<file path="src/hw/rtl/crtp_pkg.sv">
package crtp_pkg;

  localparam int SLOT_W = 6;
  localparam int CRED_W = 8;
  localparam int PRIO_W = 8;

  typedef logic [1:0] func_t;
  localparam func_t FN_SCHED = 2'd0;
  localparam func_t FN_WRITE = 2'd1;
  localparam func_t FN_EXIT  = 2'd2;

  typedef logic [1:0] status_t;
  localparam status_t ST_OK       = 2'd0;
  localparam status_t ST_NONE     = 2'd1;
  localparam status_t ST_NOCREDIT = 2'd2;

  // priority that slot 0 holds out of reset, every other slot holds zero
  localparam logic [PRIO_W-1:0] PRIO_SLOT0_RST = 8'd1;

  typedef struct packed {
    logic [PRIO_W-1:0] prio;
    logic [CRED_W-1:0] cred;
  } slot_row_t;

endpackage

</file>
<file path="src/hw/rtl/credit_refill_task_picker.sv">
// Credit-based task picker over TASK_SLOTS slots. Each input beat returns exactly one
// result beat. A write beat updates its slot and then returns its result. A schedule or
// exit beat walks the slot table once through the credit/priority RAM read port; when
// every runnable slot is out of credit a second walk refills and re-picks in the same
// pass. in_ready is high only between beats.
// No clearing pass after reset: a per-slot written flag makes untouched rows read
// as their reset value.
module credit_refill_task_picker
  import crtp_pkg::*;
#(
  parameter int TASK_SLOTS = 64
) (
  input  logic              clk,
  input  logic              rst_n,
  input  logic              in_valid,
  output logic              in_ready,
  input  logic [1:0]        in_func,
  input  logic [SLOT_W-1:0] in_slot,
  input  logic              in_slot_present,
  input  logic              in_slot_running,
  input  logic [CRED_W-1:0] in_credit_value,
  input  logic [PRIO_W-1:0] in_priority_value,
  output logic              out_valid,
  input  logic              out_ready,
  output logic [SLOT_W-1:0] out_chosen,
  output logic              out_switched,
  output logic [1:0]        out_status
);

  localparam int IW = $clog2(TASK_SLOTS);
  localparam int XW = (IW > SLOT_W) ? IW : SLOT_W;
  localparam logic [IW-1:0] LAST_IDX = IW'(TASK_SLOTS - 1);

  typedef enum logic [3:0] {
    S_IDLE = 4'b0001,
    S_SCAN = 4'b0010,
    S_FILL = 4'b0100,
    S_FIN  = 4'b1000
  } state_t;

  state_t state_r, state_nxt;

  logic [TASK_SLOTS-1:0] pres_r, run_r, wv_r;
  slot_row_t             mem [TASK_SLOTS];
  slot_row_t             rd_data_r;

  logic [IW-1:0]     cur_r, cur_nxt;
  logic [IW-1:0]     rd_idx_r, rd_idx_nxt;
  logic              iss_r, iss_nxt;
  logic              cmp_vld_r, cmp_vld_nxt;
  logic [IW-1:0]     cmp_idx_r, cmp_idx_nxt;
  logic              cmp_cand_r, cmp_cand_nxt;
  logic              cmp_wv_r, cmp_wv_nxt;
  logic              best_vld_r, best_vld_nxt;
  logic [IW-1:0]     best_idx_r, best_idx_nxt;
  logic [CRED_W-1:0] best_cr_r, best_cr_nxt;
  status_t           res_st_r, res_st_nxt;
  logic              res_sw_r, res_sw_nxt;
  logic              out_valid_r, out_valid_nxt;
  logic [IW-1:0]     out_cur_r, out_cur_nxt;
  logic              out_sw_r, out_sw_nxt;
  status_t           out_st_r, out_st_nxt;

  logic              slot_we, exit_clr, mem_we;
  logic [IW-1:0]     mem_wa;
  slot_row_t         mem_wd;
  logic [XW-1:0]     slot_x, cur_x;
  logic [IW-1:0]     wr_idx;
  logic              in_range;
  logic [CRED_W-1:0] eff_cr, fill_cr, cand_cr;
  logic [PRIO_W-1:0] eff_pr;
  logic [CRED_W:0]   sum;

  assign slot_x   = XW'(in_slot);
  assign wr_idx   = slot_x[IW-1:0];
  assign in_range = 32'(in_slot) < 32'(TASK_SLOTS);
  assign cur_x    = XW'(out_cur_r);

  // rows never written read as their reset contents
  assign eff_cr  = cmp_wv_r ? rd_data_r.cred : '0;
  assign eff_pr  = cmp_wv_r ? rd_data_r.prio
                 : ((cmp_idx_r == '0) ? PRIO_SLOT0_RST : '0);
  assign sum     = {1'b0, eff_cr} + {1'b0, eff_pr};
  assign fill_cr = sum[CRED_W] ? {CRED_W{1'b1}} : sum[CRED_W-1:0];
  assign cand_cr = (state_r == S_FILL) ? fill_cr : eff_cr;

  always_comb begin
    state_nxt     = state_r;
    cur_nxt       = cur_r;
    rd_idx_nxt    = rd_idx_r;
    iss_nxt       = iss_r;
    cmp_vld_nxt   = 1'b0;
    cmp_idx_nxt   = rd_idx_r;
    cmp_cand_nxt  = pres_r[rd_idx_r] & run_r[rd_idx_r];
    cmp_wv_nxt    = wv_r[rd_idx_r];
    best_vld_nxt  = best_vld_r;
    best_idx_nxt  = best_idx_r;
    best_cr_nxt   = best_cr_r;
    res_st_nxt    = res_st_r;
    res_sw_nxt    = res_sw_r;
    out_valid_nxt = out_valid_r && !out_ready;
    out_cur_nxt   = out_cur_r;
    out_sw_nxt    = out_sw_r;
    out_st_nxt    = out_st_r;
    slot_we       = 1'b0;
    exit_clr      = 1'b0;
    mem_we        = 1'b0;
    mem_wa        = cmp_idx_r;
    mem_wd        = '{prio: eff_pr, cred: fill_cr};

    case (state_r)
      S_IDLE: begin
        if (in_valid) begin
          res_st_nxt = ST_OK;
          res_sw_nxt = 1'b0;
          case (in_func)
            FN_WRITE: begin
              slot_we   = in_range;
              mem_we    = in_range;
              mem_wa    = wr_idx;
              mem_wd    = '{prio: in_priority_value, cred: in_credit_value};
              state_nxt = S_FIN;
            end
            FN_SCHED, FN_EXIT: begin
              exit_clr     = (in_func == FN_EXIT) && pres_r[cur_r];
              rd_idx_nxt   = '0;
              iss_nxt      = 1'b1;
              best_vld_nxt = 1'b0;
              state_nxt    = S_SCAN;
            end
            default: state_nxt = S_FIN;
          endcase
        end
      end
      S_SCAN, S_FILL: begin
        if (iss_r) begin
          cmp_vld_nxt = 1'b1;
          if (rd_idx_r == LAST_IDX) iss_nxt = 1'b0;
          else rd_idx_nxt = rd_idx_r + 1'b1;
        end
        if (cmp_vld_r && cmp_cand_r) begin
          mem_we = (state_r == S_FILL);
          // strict compare keeps the lowest index on a tie
          if (!best_vld_r || cand_cr > best_cr_r) begin
            best_vld_nxt = 1'b1;
            best_idx_nxt = cmp_idx_r;
            best_cr_nxt  = cand_cr;
          end
        end
        if (!iss_r && !cmp_vld_r) begin
          if (state_r == S_SCAN && !best_vld_r) begin
            res_st_nxt = ST_NONE;
            state_nxt  = S_FIN;
          end else if (state_r == S_SCAN && best_cr_r == '0) begin
            // every candidate is dry: refill and re-pick in one walk
            rd_idx_nxt   = '0;
            iss_nxt      = 1'b1;
            best_vld_nxt = 1'b0;
            state_nxt    = S_FILL;
          end else if (!best_vld_r || best_cr_r == '0) begin
            res_st_nxt = ST_NOCREDIT;
            state_nxt  = S_FIN;
          end else begin
            cur_nxt    = best_idx_r;
            res_sw_nxt = best_idx_r != cur_r;
            res_st_nxt = ST_OK;
            state_nxt  = S_FIN;
          end
        end
      end
      S_FIN: begin
        if (!out_valid_r || out_ready) begin
          out_valid_nxt = 1'b1;
          out_cur_nxt   = cur_r;
          out_sw_nxt    = res_sw_r;
          out_st_nxt    = res_st_r;
          state_nxt     = S_IDLE;
        end
      end
      default: state_nxt = S_IDLE;
    endcase
  end

  always_ff @(posedge clk) begin
    if (mem_we) mem[mem_wa] <= mem_wd;
    rd_data_r <= mem[rd_idx_r];
  end

  always_ff @(posedge clk) begin
    if (!rst_n) begin
      pres_r <= {{(TASK_SLOTS-1){1'b0}}, 1'b1};
      run_r  <= {{(TASK_SLOTS-1){1'b0}}, 1'b1};
      wv_r   <= '0;
    end else begin
      if (slot_we) begin
        pres_r[wr_idx] <= in_slot_present;
        run_r[wr_idx]  <= in_slot_running;
      end
      if (exit_clr) run_r[cur_r] <= 1'b0;
      if (mem_we) wv_r[mem_wa] <= 1'b1;
    end
  end

  always_ff @(posedge clk) begin
    if (!rst_n) begin
      state_r     <= S_IDLE;
      cur_r       <= '0;
      rd_idx_r    <= '0;
      iss_r       <= 1'b0;
      cmp_vld_r   <= 1'b0;
      best_vld_r  <= 1'b0;
      out_valid_r <= 1'b0;
    end else begin
      state_r     <= state_nxt;
      cur_r       <= cur_nxt;
      rd_idx_r    <= rd_idx_nxt;
      iss_r       <= iss_nxt;
      cmp_vld_r   <= cmp_vld_nxt;
      best_vld_r  <= best_vld_nxt;
      out_valid_r <= out_valid_nxt;
    end
  end

  always_ff @(posedge clk) begin
    cmp_idx_r  <= cmp_idx_nxt;
    cmp_cand_r <= cmp_cand_nxt;
    cmp_wv_r   <= cmp_wv_nxt;
    best_idx_r <= best_idx_nxt;
    best_cr_r  <= best_cr_nxt;
    res_st_r   <= res_st_nxt;
    res_sw_r   <= res_sw_nxt;
    out_cur_r  <= out_cur_nxt;
    out_sw_r   <= out_sw_nxt;
    out_st_r   <= out_st_nxt;
  end

  assign in_ready     = (state_r == S_IDLE);
  assign out_valid    = out_valid_r;
  assign out_chosen   = cur_x[SLOT_W-1:0];
  assign out_switched = out_sw_r;
  assign out_status   = out_st_r;

endmodule

</file>
<file path="config.mk">
export PLATFORM = sky130hd
export DESIGN_NAME = credit_refill_task_picker
export DESIGN_NICKNAME = d
export VERILOG_FILES = /design/src/hw/rtl/crtp_pkg.sv /design/src/hw/rtl/credit_refill_task_picker.sv
export SDC_FILE = /design/constraint.sdc
export NUM_CORES = 2
export LEC_CHECK = 0
export BUFFER_PORTS_ARGS = -buffer_cell sky130_fd_sc_hd__buf_2
export CORE_AREA = 10 10 370 372
export CTS_CLUSTER_SIZE = 12
export DETAILED_ROUTE_END_ITERATION = 8
export DIE_AREA = 0 0 380 382
export SETUP_SLACK_MARGIN = 0.1
export SKIP_LAST_GASP = 1
export SLEW_MARGIN = 20
export SYNTH_ARGS = -nofsm -noshare
export SYNTH_HDL_FRONTEND = slang
export SYNTH_SLANG_ARGS = --single-unit
</file>
<file path="constraint.sdc">
create_clock -name clk -period 14.2 [get_ports clk]
set_clock_uncertainty 0.15 [all_clocks]
set_input_delay 0.71 -clock clk [delete_from_list [all_inputs] [get_ports clk]]
set_output_delay 0.71 -clock clk [all_outputs]
set_load 0.005 [all_outputs]
</file>
* After elaboration in Yosys (flattened, before gate mapping) *
Memory sizes are Yosys's and may differ from the RTL's. A register that Yosys moved wholly into a read port is not among the register bits.
Index checks and enable logic that the tools add are counted.

word-level totals
  memories = 1
  bits of input ports = 30
  register bits after elaboration = 246
  bits in writable memories = 1024
  word-level logic and storage cells = 171
  output and inout bits = 11

operators by class
  mux-type cells = 86
  equal/unequal tests = 16
  reductions and logical operators = 31
  bitwise gates (word level) = 7
  add/subtract/negate cells = 2
  magnitude comparators = 8

memories
  memory  depth  width  rd ports  clocked after Yosys merged registers in  write ports  line                             text
  mem     64     16     1         1                                        1            credit_refill_task_picker.sv:44  slot_row_t mem [TASK_SLOTS];

operators with widths
  kind                count
  $mux 64             3
  $bwmux 64           2
  $and 64x64->64      1
  $not 64->64         1
  $or 64x64->64       1
  $mux 6              10
  $mux 16             3
  $mux 1              39
  $mux 8              4
  $lt 6x7->1 const B  4
  $bmux 1 s6          4
  $mux 4              6
  $demux 1 s6         3
  $ge 6x1->1 const B  3
  $ne 2x2->1 const B  6
  $pmux 4 s3          1
  $pmux 6 s2          1
  $mux 2              5
  $add 8x8->9         1
  $logic_and 1x1->1   9
  $reduce_and 3->1    3
  $gt 8x8->1          1
  $logic_not 8->1     1
  $pmux 1 s2          4
  other kinds (24)    34

* Depth between registers and ports, before layout *
  depth in word-level cells = 14
  mapped depth = 20
  mapped depth without buffers = 20

* Worst setup path before layout *
No wires, ideal clock.

  path type = register -> register
  start point = register cmp_wv_r
  end point = memory mem[0][7] (netlist name) (data pin)
  stages on the path, launching flop included = 13
  arrival time = 4.205 ns
  library setup time = 0.588 ns
  clock period less this slack = 4.943 ns
  required time = 13.462 ns
  path slack = 9.257 ns
  path buffers = 1
  cell sequence = dfxtp_1 -> clkbuf_1 -> a32o_1 -> ha_1 -> inv_1 -> fa_1 -> nor2b_1 -> o21ai_0 -> a21boi_0 -> o21ai_0 -> nor2b_1 -> a41o_1 -> a31oi_1

RTL lines
  item                    line                              text
  from (decl)             credit_refill_task_picker.sv:53   logic cmp_wv_r, cmp_wv_nxt;
  from (signal assigned)  credit_refill_task_picker.sv:227  cmp_wv_r <= cmp_wv_nxt;
  to (decl)               credit_refill_task_picker.sv:44

* Worst setup path after layout *
  start point = register cmp_wv_r
  end point = register best_cr_r[6] (enable)

on the way
  longest elaborated chain between the ends = 7
  elaborated cells on any way between the ends = 8
  those cells by class = add/sub (1); order compare (1); mux (4); reduce/logical (2)

RTL lines
  item                                   line                                                              text
  $mux 8, on equally long branches       credit_refill_task_picker.sv:80, credit_refill_task_picker.sv:81
  $add 8x8->9                            credit_refill_task_picker.sv:83                                   assign sum = {1'b0, eff_cr} + {1'b0, eff_pr};
  $mux 8                                 credit_refill_task_picker.sv:84                                   assign fill_cr = sum[CRED_W] ? {CRED_W{1'b1}} : sum[CRED_W-1:0];
  $mux 8 (*)                             credit_refill_task_picker.sv:85                                   assign cand_cr = (state_r == S_FILL) ? fill_cr : eff_cr;
  via cand_cr[1]                         credit_refill_task_picker.sv:70                                   logic [CRED_W-1:0] eff_cr, fill_cr, cand_cr;
  $gt 8x8->1 (*)                         credit_refill_task_picker.sv:144                                  if (!best_vld_r || cand_cr > best_cr_r) begin
  $logic_or 1x1->1 (*)                   credit_refill_task_picker.sv:144
  $reduce_and 3->1 (no source line) (*)  -
  to (signal assigned)                   credit_refill_task_picker.sv:229                                  best_cr_r <= best_cr_nxt;
  to (decl)                              credit_refill_task_picker.sv:56                                   logic [CRED_W-1:0] best_cr_r, best_cr_nxt;

The timed path passes the listed nets; every way through them passes the cells marked *.
A chain may end at the register's enable or synchronous reset.

==> flow_metrics.tcl <==
set metrics [dict create \
    nFillCells 11000 \
    starting_density_pct 39.7 \
    finalHoldViolCount 0 \
    holdBufCountCts 0 \
    grt_pass1_vias 28500 \
    syn_avg_cell_area_um2 17.9 \
    fin_total_pwr_mw 7.69 \
    met3_usage_pct 3.71 \
    ant_nets 0 \
    reg2reg_to "best_cr_r[6]" \
    grt.met2_usage_pct 29.6 \
    timing.critical_path.cells "nor3_1, a32o_1, ha_1, inv_1, fa_1, nor2b_1, o21ai_0, a21boi_0, o21ai_0, a21o_1, a31oi_1, ha_1, nor2b_1, o21a_1, o21a_1, o21ai_0, a21oi_1, o22ai_1, a211oi_4" \
    final_util_pct 45.2 \
    netlist_area_um2 51300 \
    worst-r2r-setup-slack_ns 9.08 \
    layout-area-overhead-vs-synth_pct 13.7 \
    worstSetupStartpointType "flop" \
    layout.area.seq_um2 36300 \
    largest_fanout_on_the_critical_path 17 \
    post_drt_wl_per_cell_um 27.7 \
    tritoncts_num_sinks 1286 \
    synthSimpleGateAreaFrac_pct 4.12 \
    leftover_overflow_at_the_end_of_global_routing 0 \
    count_of_input_and_output_buffers 40 \
    yosys_warnings 0 \
    boundaryPins 41 \
    place.gp.congestion 0.834 \
    fin_hold_ws_ns 0.117 \
    synth_compound_area_share_pct 5.05 \
    synth_top_family_by_area "multiplexers" \
    synth_area_leader_cell "sky130_fd_sc_hd__edfxtp_1" \
    timing.critical_path.to "best_cr_r[6]" \
    cts_tree "yes" \
    grt_antenna_before_repair 6 \
    synth_cells 2864 \
    synth.distinct_cells 64 \
    syn_nets 2912 \
    dpl_worst_slack_ns 8.84 \
    drc 0 \
    drtIter0Drc 3225 \
    cts_setup_buffers 0 \
    cts-root-to-sink-buffers 3 \
    post_cts.resized_instances 0 \
    final.period_utilization_pct 36.0 \
    cts_buffers 137 \
    synth_adder_area_share_pct 0.454 \
    setup-violations-final 0 \
    synth_common_cells "sky130_fd_sc_hd__edfxtp_1 (1050), sky130_fd_sc_hd__mux4_2 (364), sky130_fd_sc_hd__dfxtp_1 (236)" \
    clock_slew_at_the_register_clock_pins_of_the_worst_setup_and_hold_paths_ns 0.06 \
    setup_tns_ns 0 \
    timing.final.ws_setup_ns 9.08 \
    die_y_um 382 \
    number_of_pins_exceeding_their_max_slew_limit_in_the_final_report 0 \
    synthMostInstantiatedCell "sky130_fd_sc_hd__edfxtp_1" \
    worstSetupStartpoint "cmp_wv_r" \
    whs_path_depth 2 \
    die_w_um 380 \
    timing.critical_path.mode_cell "sky130_fd_sc_hd__o21ai_0" \
    final_period_minus_worst_setup_slack_ns 5.12 \
    crit-reg2reg-launch "cmp_wv_r" \
    number_of_enable_flip_flop_cells_after_synthesis 1050 \
    met1_track_demand_over_resource_pct 24.4 \
    worst_r2r_path_depth 19 \
    worst_pin_slew_ns 1.22 \
    run_status "complete, no violations" \
    crit_type "reg2reg" \
    cellLeakagePower_nw 17.9 \
    arrival_ns 5.34 \
    wire_length_of_the_first_global_routing_pass_um 196000 \
    min-delay-path-class "in2reg" \
    ir_worst_vdd_mv 0.113 \
    slew_headroom_pct 17.7 \
    synth_xor_xnor_area_share_pct 0.171 \
    cp-end-kind "flop" \
    floorplan.core_area_um2 129000 \
    globalRoute.busiestLayer "met2" \
    wirelength_um 133000 \
    detailed_place_hpwl_um 76000 \
    share_of_final_layout_standard_cells_stronger_than_drive_strength_1_pct 25.0 \
    nets 3008 \
    route.vias.total 27900 \
    ys_seq_area_share_pct 70.6 \
    timing.fmax_mhz 195 \
    required_ns 14.43 \
    via_to_cell_ratio 5.80 \
    cts_htree_levels 4 \
    yosys.area.top_type_share_pct 61.4 \
    multi_input_combinational_cell_area_um2 14600 \
    powerDensity_nw_per_um2 132 \
    number_of_placement_rows 132 \
    timing.critical_path.slowest_stage_cell "sky130_fd_sc_hd__a211oi_4" \
    grt_max_degree 148 \
    global_route_usage_over_all_layers_pct 18.2 \
    netlist_top_cells_area "sky130_fd_sc_hd__edfxtp_1 (61%), sky130_fd_sc_hd__mux4_2 (16%), sky130_fd_sc_hd__dfxtp_1 (9.2%)" \
    maxCapViolations 0 \
    post_synth_mux_area_share_pct 18.0 \
    dominantRegCellSynth "sky130_fd_sc_hd__edfxtp_1" \
    synth-async-reset-ratio_pct 0 \
    ctsRootBufferMaster "sky130_fd_sc_hd__clkbuf_16" \
    max_stage_delay_ns 0.73 \
    clock_latency_ns 0.76 \
    grt_setup_unrepaired "false" \
    synthesized_flop_and_latch_total 1286 \
    die-area_um2 145000 \
    first_pass_iters 6 \
]
==> sequential cells by signal, indices dropped and copies added (netlist names), 4 cells and up <==
signal	count
wv_r	64
mem	1024
cmp_idx_nxt	6
best_idx_r	6
cur_r	6
rd_data_r	16
run_r	64
cmp_idx_r	6
best_cr_r	8
out_chosen	6
pres_r	64
state_r	4
==> worst max-delay path, delay by kind of cell (launching register included) <==
kind                       cells  cell delay, ns
AOI/OAI and AO/OA             12            2.85
DFF                            1            0.62
buffers and inverters          1            0.08
and+or+nand+nor                3            0.29
adders and majority gates      3            0.75
==> cells by family (layout without fill, tap and decap cells) <==
kind of cell | Yosys count | count (layout)
other | 0 | 2
adders and majority gates | 18 | 18
DFF | 1286 | 1286
muxes | 467 | 467
and+or+nand+nor | 485 | 485
AOI/OAI and AO/OA | 395 | 395
buffers and inverters | 203 | 405
xor gates and xnor gates | 10 | 10
==> layout make-up <==
cell class | count | area share [%]
flip-flops and latches | 1286 | 62.2
multi-input cells | 1375 | 25.0
clock buffers | 203 | 6.64
well taps | 1742 | 3.74
repair buffers | 141 | 1.71
clock inverters | 42 | 0.622
inverters | 19 | 0.127
diodes | 2 | 0.00858
==> routing by layer <==
layer  part of all wire [%]  vias to the layer above
li1                       -                    11700
met1                     41                    14800
met2                     49                     1169
met3                    7.2                      237
met4                    2.8                        2
met5                 0.0097                        -
==> where the power goes <==
part | switching, mW | internal [mW] | total, mW
Sequential | 0.00717 | 4.10 | 4.11
Combinational | 0.145 | 0.0387 | 0.184
Clock | 1.42 | 1.98 | 3.40
==> worst min-delay path by stage <==
stage / startpoint / to
floorplan: cmp_idx_nxt[2] / cmp_idx_r[2]
global route: in_valid / state_r[0]
detailed placement: res_sw_r / out_switched
finish: in_valid / state_r[0]
CTS: in_valid / state_r[0]
global placement: res_st_r[1] / out_status[1]
==> placed cells by master, fill, tap and decap left out, drive strengths merged, types with 12 or more instances in the layout <==
| cell | netlist | layout |
|---|---|---|
| a311oi | 17 | 17 |
| nor2b | 12 | 12 |
| a21oi | 93 | 93 |
| mux2 | 16 | 16 |
| mux2i | 87 | 87 |
| a31oi | 22 | 22 |
| a211oi | 76 | 76 |
| nand2b | 17 | 17 |
| nor3 | 18 | 18 |
| nor2 | 210 | 210 |
| o21ai | 66 | 66 |
| and2 | 15 | 15 |
| clkbuf | 135 | 203 |
| mux4 | 364 | 364 |
| dfxtp | 236 | 236 |
| o21a | 71 | 71 |
| nand2 | 148 | 148 |
| nand3 | 27 | 27 |
| clkinv | 1 | 31 |
| edfxtp | 1050 | 1050 |
| buf | 49 | 141 |
| inv | 18 | 23 |
| ha | 17 | 17 |
==> stage by stage <==
step                cell area (µm²)  std cells
global route                  58300       4808
detailed placement            54100       4563
CTS                           58300       4808
floorplan                     51300       2864
global placement              54100       4563
finish                        58300       4810
(Power assumes the default switching activity.)
